`config.mk`:
```
export PLATFORM = sky130hd
export DESIGN_NAME = topological_sort_engine_unit_flat
export DESIGN_NICKNAME = d
export VERILOG_FILES = /design/src/rtl/tse_pkg.sv /design/src/rtl/tse_if.sv /design/src/rtl/topological_sort_engine_unit.sv /design/src/rtl/tse_ctrl.sv /design/src/rtl/tse_dp.sv /design/src/flat_wrapper.sv
export SDC_FILE = /design/constraint.sdc
export NUM_CORES = 2
export LEC_CHECK = 0
export BUFFER_PORTS_ARGS = -buffer_cell sky130_fd_sc_hd__buf_2
export CAP_MARGIN = 25
export CORE_MARGIN = 10
export CORE_UTILIZATION = 31
export DETAILED_ROUTE_END_ITERATION = 7
export SLEW_MARGIN = 20
export SYNTH_ARGS = -nofsm -noshare
export SYNTH_HDL_FRONTEND = slang
export SYNTH_HIERARCHICAL = 1
export SYNTH_SLANG_ARGS = --single-unit
```
`constraint.sdc`:
```
create_clock -name clk_i -period 15.7 [get_ports clk_i]
set_input_delay 2.355 -clock clk_i [delete_from_list [all_inputs] [get_ports clk_i]]
set_output_delay 2.355 -clock clk_i [all_outputs]
set_load 0.005 [all_outputs]
```
`src/rtl/tse_pkg.sv`:
```
// shared types and constants of the topological sort engine
// no dependencies
package tse_pkg;

  localparam int unsigned VSLOTS = 32;
  localparam int unsigned VX_W   = 5;
  localparam int unsigned CNT_W  = 6;
  localparam int unsigned DEG_W  = 10;

  typedef enum logic [1:0] {
    ACT_SET_DEG = 2'd0,
    ACT_ADD_ARC = 2'd1,
    ACT_START   = 2'd2,
    ACT_CLEAR   = 2'd3
  } tse_action_e;

  typedef enum logic [2:0] {
    ST_IDLE,
    ST_SCAN,
    ST_POP,
    ST_ARC_RD,
    ST_ARC_UPD,
    ST_SUM
  } tse_state_e;

  typedef struct packed {
    logic load;
    logic scan_step;
    logic pop_emit;
    logic arc_read;
    logic arc_update;
    logic sum_emit;
  } tse_cmd_t;

  typedef struct packed {
    logic scan_more;
    logic stack_empty;
    logic count_full;
    logic has_arcs;
    logic arc_last;
    logic out_free;
  } tse_status_t;

endpackage

```
`src/rtl/tse_if.sv`:
```
// handshake channels of the topological sort engine
// input item channel and result item channel, no dependencies
interface tse_in_if;
  logic       valid;
  logic       ready;
  logic [1:0] action;
  logic [4:0] vertex;
  logic [7:0] indegree_value;
  logic [4:0] arc_target;

  modport source(output valid, action, vertex, indegree_value, arc_target, input ready);
  modport sink(input valid, action, vertex, indegree_value, arc_target, output ready);
endinterface

interface tse_out_if;
  logic       valid;
  logic       ready;
  logic       kind;
  logic [4:0] vertex_out;
  logic [5:0] order_count;
  logic       acyclic;
  logic       arc_dropped;
  logic       last;

  modport source(output valid, kind, vertex_out, order_count, acyclic, arc_dropped, last,
                 input ready);
  modport sink(input valid, kind, vertex_out, order_count, acyclic, arc_dropped, last,
               output ready);
endinterface

```
`src/rtl/topological_sort_engine_unit.sv`:
```
// top level of the topological sort engine: register port, controller, datapath
// depends on tse_pkg, tse_if, tse_ctrl and tse_dp
//
// Kahn topological sort with a LIFO work stack. In-degree, add-arc and clear
// items are done in their transfer cycle. A start item takes the transfer,
// a scan of each vertex for zero in-degrees plus a step to leave the scan,
// a step per popped vertex plus one to find the stack empty or the count
// full, and per arc walked an address step, whose registered read of the
// single-port arc memories is followed by the degree update, then the summary;
// result back-pressure can stall the pops and the summary. One item is worked
// on at a time; no clearing pass.
module topological_sort_engine_unit #(
  parameter int unsigned MAX_VERTICES = 32,
  parameter int unsigned MAX_ARCS     = 256
) (
  input  logic        clk_i,
  input  logic        rst_ni,
  input  logic        psel,
  input  logic        penable,
  input  logic        pwrite,
  input  logic [1:0]  paddr,
  input  logic [31:0] pwdata,
  output logic [31:0] prdata,
  output logic        pready,
  tse_in_if.sink      in_i,
  tse_out_if.source   out_o
);
  import tse_pkg::*;

  localparam int unsigned VLIM = (MAX_VERTICES < VSLOTS) ? MAX_VERTICES : VSLOTS;

  logic [5:0]  vc_q;
  logic [5:0]  nv;
  tse_cmd_t    cmd;
  tse_status_t status;

  assign pready = 1'b1;
  assign prdata = {26'd0, vc_q};

  always_ff @(posedge clk_i or negedge rst_ni) begin
    if (!rst_ni) begin
      vc_q <= '0;
    end else if (psel && penable && pwrite && (paddr == 2'd0)) begin
      vc_q <= pwdata[5:0];
    end
  end

  assign nv = (vc_q > 6'(VLIM)) ? 6'(VLIM) : vc_q;

  tse_ctrl u_ctrl (
    .clk_i      (clk_i),
    .rst_ni     (rst_ni),
    .in_valid_i (in_i.valid),
    .in_action_i(in_i.action),
    .in_ready_o (in_i.ready),
    .status_i   (status),
    .cmd_o      (cmd)
  );

  tse_dp #(
    .MAX_VERTICES(MAX_VERTICES),
    .MAX_ARCS    (MAX_ARCS)
  ) u_dp (
    .clk_i           (clk_i),
    .rst_ni          (rst_ni),
    .cmd_i           (cmd),
    .status_o        (status),
    .nv_i            (nv),
    .action_i        (in_i.action),
    .vertex_i        (in_i.vertex),
    .indegree_value_i(in_i.indegree_value),
    .arc_target_i    (in_i.arc_target),
    .out_ready_i     (out_o.ready),
    .out_valid_o     (out_o.valid),
    .kind_o          (out_o.kind),
    .vertex_out_o    (out_o.vertex_out),
    .order_count_o   (out_o.order_count),
    .acyclic_o       (out_o.acyclic),
    .arc_dropped_o   (out_o.arc_dropped),
    .last_o          (out_o.last)
  );

endmodule

```
`src/rtl/tse_ctrl.sv`:
```
// sequencing state machine of the topological sort engine
// depends on tse_pkg
module tse_ctrl (
  input  logic                 clk_i,
  input  logic                 rst_ni,
  input  logic                 in_valid_i,
  input  logic [1:0]           in_action_i,
  output logic                 in_ready_o,
  input  tse_pkg::tse_status_t status_i,
  output tse_pkg::tse_cmd_t    cmd_o
);
  import tse_pkg::*;

  tse_state_e state_q, state_d;

  always_ff @(posedge clk_i or negedge rst_ni) begin
    if (!rst_ni) begin
      state_q <= ST_IDLE;
    end else begin
      state_q <= state_d;
    end
  end

  always_comb begin
    state_d    = state_q;
    cmd_o      = '0;
    in_ready_o = 1'b0;
    unique case (state_q)
      ST_IDLE: begin
        in_ready_o = 1'b1;
        if (in_valid_i) begin
          cmd_o.load = 1'b1;
          if (tse_action_e'(in_action_i) == ACT_START) state_d = ST_SCAN;
        end
      end
      ST_SCAN: begin
        if (status_i.scan_more) begin
          cmd_o.scan_step = 1'b1;
        end else begin
          state_d = ST_POP;
        end
      end
      ST_POP: begin
        if (status_i.stack_empty || status_i.count_full) begin
          state_d = ST_SUM;
        end else if (status_i.out_free) begin
          cmd_o.pop_emit = 1'b1;
          state_d = status_i.has_arcs ? ST_ARC_RD : ST_POP;
        end
      end
      ST_ARC_RD: begin
        cmd_o.arc_read = 1'b1;
        state_d = ST_ARC_UPD;
      end
      ST_ARC_UPD: begin
        cmd_o.arc_update = 1'b1;
        state_d = status_i.arc_last ? ST_POP : ST_ARC_RD;
      end
      ST_SUM: begin
        if (status_i.out_free) begin
          cmd_o.sum_emit = 1'b1;
          state_d = ST_IDLE;
        end
      end
      default: state_d = ST_IDLE;
    endcase
  end

endmodule

```
`src/rtl/tse_dp.sv`:
```
// datapath of the topological sort engine: degree store, arc lists,
// work stack, counters and result register; depends on tse_pkg
module tse_dp #(
  parameter int unsigned MAX_VERTICES = 32,
  parameter int unsigned MAX_ARCS     = 256
) (
  input  logic                 clk_i,
  input  logic                 rst_ni,
  input  tse_pkg::tse_cmd_t    cmd_i,
  output tse_pkg::tse_status_t status_o,
  input  logic [5:0]           nv_i,
  input  logic [1:0]           action_i,
  input  logic [4:0]           vertex_i,
  input  logic [7:0]           indegree_value_i,
  input  logic [4:0]           arc_target_i,
  input  logic                 out_ready_i,
  output logic                 out_valid_o,
  output logic                 kind_o,
  output logic [4:0]           vertex_out_o,
  output logic [5:0]           order_count_o,
  output logic                 acyclic_o,
  output logic                 arc_dropped_o,
  output logic                 last_o
);
  import tse_pkg::*;

  localparam int unsigned AW = $clog2(MAX_ARCS + 1);
  localparam int unsigned IW = $clog2(MAX_ARCS);

  // degree store and per-vertex list pointers
  logic [DEG_W-1:0] deg_q [VSLOTS];
  logic [VSLOTS-1:0] head_vld_q, head_vld_d;
  logic [IW-1:0]     head_q [VSLOTS];
  logic [IW-1:0]     tail_q [VSLOTS];

  // arc memories
  logic [VX_W-1:0] dest_mem [MAX_ARCS];
  logic [IW-1:0]   link_mem [MAX_ARCS];
  logic [VX_W-1:0] dest_rd_q;
  logic [IW-1:0]   link_rd_q;

  logic [AW-1:0]    used_q, used_d;
  logic             drop_q, drop_d;
  logic [VX_W-1:0]  stack_q [VSLOTS];
  logic [CNT_W-1:0] level_q, level_d;
  logic [CNT_W-1:0] count_q, count_d;
  logic [CNT_W-1:0] scan_idx_q, scan_idx_d;
  logic [IW-1:0]    arc_ptr_q, arc_ptr_d;
  logic [IW-1:0]    arc_end_q, arc_end_d;

  logic             out_valid_q, out_valid_d;
  logic             kind_q, acyclic_q, last_q, drop_out_q;
  logic [VX_W-1:0]  vx_out_q;
  logic [CNT_W-1:0] cnt_out_q;

  logic [CNT_W-1:0] lvl_m1;
  logic [VX_W-1:0]  top_vx;
  logic [VX_W-1:0]  deg_addr;
  logic [DEG_W-1:0] deg_rd, deg_dec;
  logic             deg_we;
  logic [VX_W-1:0]  deg_wa;
  logic [DEG_W-1:0] deg_wd;
  logic             push_en;
  logic [VX_W-1:0]  push_vx;
  logic             arc_ok, load_arc, load_deg, tgt_live;
  logic             out_free;
  tse_action_e      act;

  assign act      = tse_action_e'(action_i);
  assign lvl_m1   = level_q - CNT_W'(1);
  assign top_vx   = stack_q[lvl_m1[VX_W-1:0]];
  assign deg_addr = cmd_i.arc_update ? dest_rd_q : scan_idx_q[VX_W-1:0];
  assign deg_rd   = deg_q[deg_addr];
  assign deg_dec  = deg_rd - DEG_W'(1);
  assign tgt_live = {1'b0, dest_rd_q} < nv_i;
  assign out_free = !out_valid_q || out_ready_i;

  assign arc_ok   = ({1'b0, vertex_i} < nv_i) && ({1'b0, arc_target_i} < nv_i)
                    && (used_q < AW'(MAX_ARCS));
  assign load_arc = cmd_i.load && (act == ACT_ADD_ARC) && arc_ok;
  assign load_deg = cmd_i.load && (act == ACT_SET_DEG)
                    && ({2'b00, vertex_i} < 7'(MAX_VERTICES));

  always_comb begin
    deg_we  = 1'b0;
    deg_wa  = vertex_i;
    deg_wd  = {2'b00, indegree_value_i};
    push_en = 1'b0;
    push_vx = scan_idx_q[VX_W-1:0];
    if (load_deg) begin
      deg_we = 1'b1;
    end
    if (cmd_i.scan_step && (deg_rd == '0)) begin
      push_en = 1'b1;
    end
    if (cmd_i.arc_update && tgt_live) begin
      deg_we = 1'b1;
      deg_wa = dest_rd_q;
      deg_wd = deg_dec;
      push_vx = dest_rd_q;
      push_en = (deg_dec == '0);
    end
  end

  always_comb begin
    head_vld_d = head_vld_q;
    used_d     = used_q;
    drop_d     = drop_q;
    level_d    = level_q;
    count_d    = count_q;
    scan_idx_d = scan_idx_q;
    arc_ptr_d  = arc_ptr_q;
    arc_end_d  = arc_end_q;
    out_valid_d = out_valid_q && !out_ready_i;
    if (cmd_i.load) begin
      unique case (act)
        ACT_ADD_ARC: begin
          if (arc_ok) begin
            head_vld_d[vertex_i] = 1'b1;
            used_d = used_q + AW'(1);
          end else begin
            drop_d = 1'b1;
          end
        end
        ACT_CLEAR: begin
          head_vld_d = '0;
          used_d     = '0;
          drop_d     = 1'b0;
        end
        ACT_START: begin
          scan_idx_d = '0;
          level_d    = '0;
          count_d    = '0;
        end
        ACT_SET_DEG: ;
        default: ;
      endcase
    end
    if (cmd_i.scan_step) scan_idx_d = scan_idx_q + CNT_W'(1);
    if (push_en && !level_q[CNT_W-1]) level_d = level_q + CNT_W'(1);
    if (cmd_i.pop_emit) begin
      level_d     = lvl_m1;
      count_d     = count_q + CNT_W'(1);
      arc_ptr_d   = head_q[top_vx];
      arc_end_d   = tail_q[top_vx];
      out_valid_d = 1'b1;
    end
    if (cmd_i.arc_update) arc_ptr_d = link_rd_q;
    if (cmd_i.sum_emit) begin
      level_d     = '0;
      out_valid_d = 1'b1;
    end
  end

  always_ff @(posedge clk_i or negedge rst_ni) begin
    if (!rst_ni) begin
      for (int i = 0; i < VSLOTS; i++) deg_q[i] <= '0;
      head_vld_q  <= '0;
      used_q      <= '0;
      drop_q      <= 1'b0;
      level_q     <= '0;
      count_q     <= '0;
      scan_idx_q  <= '0;
      arc_ptr_q   <= '0;
      arc_end_q   <= '0;
      out_valid_q <= 1'b0;
    end else begin
      if (deg_we) deg_q[deg_wa] <= deg_wd;
      head_vld_q  <= head_vld_d;
      used_q      <= used_d;
      drop_q      <= drop_d;
      level_q     <= level_d;
      count_q     <= count_d;
      scan_idx_q  <= scan_idx_d;
      arc_ptr_q   <= arc_ptr_d;
      arc_end_q   <= arc_end_d;
      out_valid_q <= out_valid_d;
    end
  end

  // payload storage, no reset
  always_ff @(posedge clk_i) begin
    if (load_arc) begin
      if (!head_vld_q[vertex_i]) head_q[vertex_i] <= used_q[IW-1:0];
      tail_q[vertex_i] <= used_q[IW-1:0];
    end
    if (push_en && !level_q[CNT_W-1]) stack_q[level_q[VX_W-1:0]] <= push_vx;
    if (cmd_i.pop_emit) begin
      kind_q     <= 1'b0;
      vx_out_q   <= top_vx;
      cnt_out_q  <= count_q + CNT_W'(1);
      acyclic_q  <= 1'b0;
      drop_out_q <= drop_q;
      last_q     <= 1'b0;
    end else if (cmd_i.sum_emit) begin
      kind_q     <= 1'b1;
      vx_out_q   <= '0;
      cnt_out_q  <= count_q;
      acyclic_q  <= (count_q == nv_i);
      drop_out_q <= drop_q;
      last_q     <= 1'b1;
    end
  end

  always_ff @(posedge clk_i) begin
    if (load_arc) begin
      dest_mem[used_q[IW-1:0]] <= arc_target_i;
      if (head_vld_q[vertex_i]) link_mem[tail_q[vertex_i]] <= used_q[IW-1:0];
    end
    if (cmd_i.arc_read) begin
      dest_rd_q <= dest_mem[arc_ptr_q];
      link_rd_q <= link_mem[arc_ptr_q];
    end
  end

  assign status_o.scan_more   = scan_idx_q < nv_i;
  assign status_o.stack_empty = (level_q == '0);
  assign status_o.count_full  = (count_q == CNT_W'(VSLOTS));
  assign status_o.has_arcs    = head_vld_q[top_vx];
  assign status_o.arc_last    = (arc_ptr_q == arc_end_q);
  assign status_o.out_free    = out_free;

  assign out_valid_o   = out_valid_q;
  assign kind_o        = kind_q;
  assign vertex_out_o  = vx_out_q;
  assign order_count_o = cnt_out_q;
  assign acyclic_o     = acyclic_q;
  assign arc_dropped_o = drop_out_q;
  assign last_o        = last_q;

endmodule
```
`src/flat_wrapper.sv`:
```
// flat-port wrapper written by rule: the top's interface ports become plain ports
module topological_sort_engine_unit_flat import tse_pkg::*;
#(
  parameter int unsigned MAX_VERTICES = 32,
  parameter int unsigned MAX_ARCS     = 256
)
  (clk_i, rst_ni, psel, penable, pwrite, paddr, pwdata, prdata, pready, in_i_valid, in_i_action, in_i_vertex, in_i_indegree_value, in_i_arc_target, in_i_ready, out_o_valid, out_o_kind, out_o_vertex_out, out_o_order_count, out_o_acyclic, out_o_arc_dropped, out_o_last, out_o_ready);
  tse_in_if in_i_i ();
  tse_out_if out_o_i ();
  input  logic clk_i;
  input  logic rst_ni;
  input  logic psel;
  input  logic penable;
  input  logic pwrite;
  input  logic [1:0] paddr;
  input  logic [31:0] pwdata;
  output logic [31:0] prdata;
  output logic pready;
  input wire logic [$bits(in_i_i.valid)-1:0] in_i_valid;
  input wire logic [$bits(in_i_i.action)-1:0] in_i_action;
  input wire logic [$bits(in_i_i.vertex)-1:0] in_i_vertex;
  input wire logic [$bits(in_i_i.indegree_value)-1:0] in_i_indegree_value;
  input wire logic [$bits(in_i_i.arc_target)-1:0] in_i_arc_target;
  output wire logic [$bits(in_i_i.ready)-1:0] in_i_ready;
  output wire logic [$bits(out_o_i.valid)-1:0] out_o_valid;
  output wire logic [$bits(out_o_i.kind)-1:0] out_o_kind;
  output wire logic [$bits(out_o_i.vertex_out)-1:0] out_o_vertex_out;
  output wire logic [$bits(out_o_i.order_count)-1:0] out_o_order_count;
  output wire logic [$bits(out_o_i.acyclic)-1:0] out_o_acyclic;
  output wire logic [$bits(out_o_i.arc_dropped)-1:0] out_o_arc_dropped;
  output wire logic [$bits(out_o_i.last)-1:0] out_o_last;
  input wire logic [$bits(out_o_i.ready)-1:0] out_o_ready;
  assign in_i_i.valid = in_i_valid;
  assign in_i_i.action = in_i_action;
  assign in_i_i.vertex = in_i_vertex;
  assign in_i_i.indegree_value = in_i_indegree_value;
  assign in_i_i.arc_target = in_i_arc_target;
  assign in_i_ready = in_i_i.ready;
  assign out_o_valid = out_o_i.valid;
  assign out_o_kind = out_o_i.kind;
  assign out_o_vertex_out = out_o_i.vertex_out;
  assign out_o_order_count = out_o_i.order_count;
  assign out_o_acyclic = out_o_i.acyclic;
  assign out_o_arc_dropped = out_o_i.arc_dropped;
  assign out_o_last = out_o_i.last;
  assign out_o_i.ready = out_o_ready;
  topological_sort_engine_unit #(.MAX_VERTICES(MAX_VERTICES), .MAX_ARCS(MAX_ARCS)) u_core (.clk_i(clk_i), .rst_ni(rst_ni), .psel(psel), .penable(penable), .pwrite(pwrite), .paddr(paddr), .pwdata(pwdata), .prdata(prdata), .pready(pready), .in_i(in_i_i), .out_o(out_o_i));
endmodule
```
==> impl_results.md <==
- First-pass GRT wire length: about 640 mm
- Largest net degree at the start of global routing: roughly 200
- Final hold slack: 477 ps
- Worst-path fanout max: 60
- Vias/cell: between 5 and 6
- Initial DRC Count: approximately 9700
- Clock Sink Count: ~4400
- Drt wl/cell: 24.6 um
- Final Hold Fails: 0
- Post-layout instance count excluding filler cells: 17800
- Static Leak: 60.0 nW
- Peak supply drop: 0.580 mV
- Placer Congestion: 0.785
- Critical path class: reg2reg
- Worst setup margin: between 7000 and 8000 ps
- Internal power: ~24 mW
- Drc violations: 0
- Gate power share: 32.0%
- Startpoint Class: register
- CTS clk-pin slew, worst paths: roughly 60 ps
- Seq pwr share: between 30% and 40%
- Post-synth EDFFs: about 4000
- Count of antenna-violating nets left after detailed routing: 0
- Placed Cells: around 17000
- Synthesized cell area: roughly 0.18 sq mm
- Syn Inst Count: about 9600
- GRT overflow: 0
- Top FF cell, synth: edfxtp_1
- Clk_skew: slightly above 90 ps
- PortBufs: 57
- Worst path arrival time: between 8000 and 9000 ps
- Req. time, crit path: about 16000 ps
- Core ar.: between 0.5 and 0.6 sq mm
- Layout cell share with drive strength beyond 1: between 20% and 30%
- Worst-skew pair later-pin latency: around 1000 ps
- Final Core Density: a little over a third
- Clock Power Share: between 20% and 30%
- Crit path largest cell delay: 900 ps
- Die X: between 700 and 800 um
- Post-CTS Setup Bufs: 0
- Worst Tran Pin Value: about 1200 ps
- Max cap viols: 0
- CTS Root Cell: clkbuf_16
- Total Routed Length: roughly 440 mm
- Area growth from synthesis to layout: 13.4%
- Critical Path End Type: register
- Die height: approximately 780 um
- Ys async rst share: under 10%
- # IOs: 111
- FF+latch count, synth: approximately 4400
- CP Cell Sequence: nor3b_4 -> buf_4 -> buf_4 -> nor2b_1 -> buf_4 -> a22oi_1 -> a21oi_1 -> nor3_1 -> nor3_1 -> o21ai_0 -> inv_1 -> ha_1 -> and2_1 -> o2111ai_1 -> xor2_1 -> nand4b_1 -> a221oi_2 -> or2_1 -> nand2_1 -> nor3_1
- CTS Buf Count: 440
- Setup violations, final: 0
- Reg2Reg Setup Slack: approximately 7600 ps
- GRT Resource Usage Total: roughly 14%
- Final net count: between 9000 and 10000
- Worst path slowest cell: nor2b_1
- Post-CTS Resized: 0
- TritonCTS clock tree: done
- Syn_area_per_cell: approximately 19 sq um
- # hold bufs at CTS: 0
- Pwr Density: between 150 and 200 mW/mm^2
- Initial antenna violation count: 13
- Die area: 0.610 sq mm
- Minimum clock period: around 8000 ps
- FP Rows: about 280
- # H-tree levels: 5
- Run status: completed
- Clock tree buffer depth: 4
- Yosys warns: 6
- RSZ-0062 raised after global routing: false
- Netlist cell types: 89
- Detailed Routing Iterations Pass 1: 6
- Dpl ws: about 7700 ps
- Setup TNS: 0 ps
- Top achievable clock speed: approximately 120 MHz
- Hold Path Class: reg2reg
- Switching Share: around a third
- Post-synthesis sequential area ratio: between 70% and 80%
- DR vias: between 90000 and 100k
- Pins Over Slew Limit: 0
- Vias in the first global route: just over 90000
- Detail Placement HPWL: 262 mm
- Slew HR: approximately 17%
- Sw Pwr: 12.1 mW
- Tcrit/Tclk final: about half
- Initial Utilization: a little under a third
-- cells in the mapped netlist, types with 28 or more instances --
master	count	share of area (%)
a211oi_1	153	0.64
a21oi_1	97	0.27
a22oi_1	53	0.22
a311oi_1	28	0.14
a31oi_1	46	0.16
and2_1	83	0.29
buf_1	101	0.21
buf_2	42	0.12
buf_4	35	0.15
clkbuf_1	493	1.0
dfrtp_1	406	5.7
edfxtp_1	4025	67
ha_1	32	0.22
mux2_2	140	0.88
mux2i_1	45	0.25
mux4_2	1252	16
nand2_1	859	1.8
nand2b_1	76	0.26
nand3_1	110	0.31
nand4_1	29	0.10
nor2_1	698	1.5
nor2b_1	30	0.10
nor3_1	63	0.18
o211ai_1	70	0.29
o21ai_0	247	0.69
o22ai_1	34	0.12
-- per-layer routing --
metal | GRT usage [%] | wire length, um | up-vias
li1 | - | - | 38700
met1 | 19.4 | 187000 | 48400
met2 | 22.3 | 209000 | 3139
met3 | 2.52 | 30200 | 591
met4 | 3.23 | 10300 | 8
met5 | 0 | 50 | -
-- per-stage QoR --
step                power [mW]  area [sq um]
finish                    35.8        204000
detailed placement        25.7        189000
global placement          25.6        189000
CTS                       36.1        203000
global route              37.4        204000
floorplan                 22.0        180000
-- power groups by stage --
stage | logic [mW] | registers, mW | clock network [mW]
2_1_floorplan | 7.80 | 14.2 | 0
3_3_place_gp | 11.4 | 14.2 | 0
3_5_place_dp | 11.5 | 14.2 | 0
4_1_cts | 11.5 | 14.0 | 10.6
5_1_grt | 12.3 | 14.0 | 11.1
6_report | 11.4 | 14.0 | 10.3
-- worst max-delay path, delay by kind of cell, from the launching register on --
| family | cells | cell delay [ps] |
|---|---|---|
| fa+ha+maj | 1 | 290 |
| xor+xnor | 1 | 210 |
| buf+inv | 4 | 1470 |
| flops | 1 | 550 |
| simple gates | 9 | 3950 |
| compound gates | 5 | 1220 |
-- state kept, by name, indices dropped and copies added, names as in the netlist, 3 cells and up --
register and count:
u_core/u_dp/link_mem 2048, u_core/u_dp/dest_mem 1280, u_core/u_dp/deg_q 320, u_core/u_dp/head_q 256, u_core/u_dp/tail_q 256, u_core/u_dp/stack_q 160, u_core/u_dp/head_vld_q 32, u_core/u_dp/used_q 9
u_core/u_dp/arc_end_q 8, u_core/u_dp/arc_ptr_q 8, u_core/u_dp/link_rd_q 8, u_core/u_dp/count_q 6, u_core/u_dp/level_q 6, u_core/u_dp/order_count_o 6, u_core/u_dp/scan_idx_q 6, u_core/vc_q 6
u_core/u_dp/dest_rd_q 5, u_core/u_dp/vertex_out_o 5, u_core/u_ctrl/state_q 3
-- logic make-up (layout without fill, tap and decap cells) --
family	count (synthesis)	in the layout	share of synthesized area [%]
flip-flops	4433	4433	73.0
XOR/XNOR	39	39	0.190
adder cells (fa/ha/maj)	32	32	0.223
AND/OR/NAND/NOR	2030	2030	4.85
AO/OA/AOI/OAI	880	880	3.27
buffers and inverters	702	1139	1.59
multiplexers	1442	1442	16.9
other	2	33	0.00418
-- cells in the final DEF, fill, tap and decap left out, types with 32 or more instances in the layout --
cell type / netlist / final
o211ai_1: 70 / 70
nor2_1: 698 / 693
clkbuf_1: 493 / 96
bufinv_16: 0 / 36
o22ai_1: 34 / 34
buf_2: 42 / 57
clkinv_1: 1 / 100
mux4_2: 1252 / 1252
a22oi_1: 53 / 53
a211oi_1: 153 / 153
nand2_1: 859 / 855
clkinv_2: 0 / 85
mux2i_1: 45 / 40
nand3_1: 110 / 110
a31oi_1: 46 / 46
nor3_1: 63 / 52
nand2b_1: 76 / 76
and2_1: 83 / 83
o21ai_0: 247 / 243
clkbuf_16: 0 / 441
buf_4: 35 / 194
mux2_2: 140 / 139
dfrtp_1: 406 / 391
ha_1: 32 / 32
edfxtp_1: 4025 / 4025
a21oi_1: 97 / 92
-- final cells by class --
cell class,instances,area [sq um]
fill,53500,374000
sequential,4433,131000
multi-input combinational,4450,45900
inverter,27,101
clock inverter,262,2540
clock buffer,558,11700
timing repair buffer,292,2520
antenna,6,15.0
tap,7727,9670
-- final timing paths --
| path | start | endpoint | cells past startpoint |
|---|---|---|---|
| max | u_core/u_ctrl/state_q[2]$_DFFE_PN0P_ | u_core/u_dp/stack_q[15][0]$_DFFE_PP_ | 20 |
| min | u_core/u_dp/deg_q[261]$_DFFE_PN0P_ | u_core/u_dp/deg_q[261]$_DFFE_PN0P_ | 2 |
| max reg2reg | u_core/u_ctrl/state_q[2]$_DFFE_PN0P_ | u_core/u_dp/stack_q[15][0]$_DFFE_PP_ | 20 |
| min reg2reg | u_core/u_dp/deg_q[261]$_DFFE_PN0P_ | u_core/u_dp/deg_q[261]$_DFFE_PN0P_ | 2 |
| max in group asynchronous | rst_ni | u_core/u_dp/deg_q[12]$_DFFE_PN0P_ | 4 |
| min in group asynchronous | rst_ni | u_core/vc_q[1]$_DFFE_PN0P_ | 1 |
Note: power is estimated with default switching activity, not from simulation.
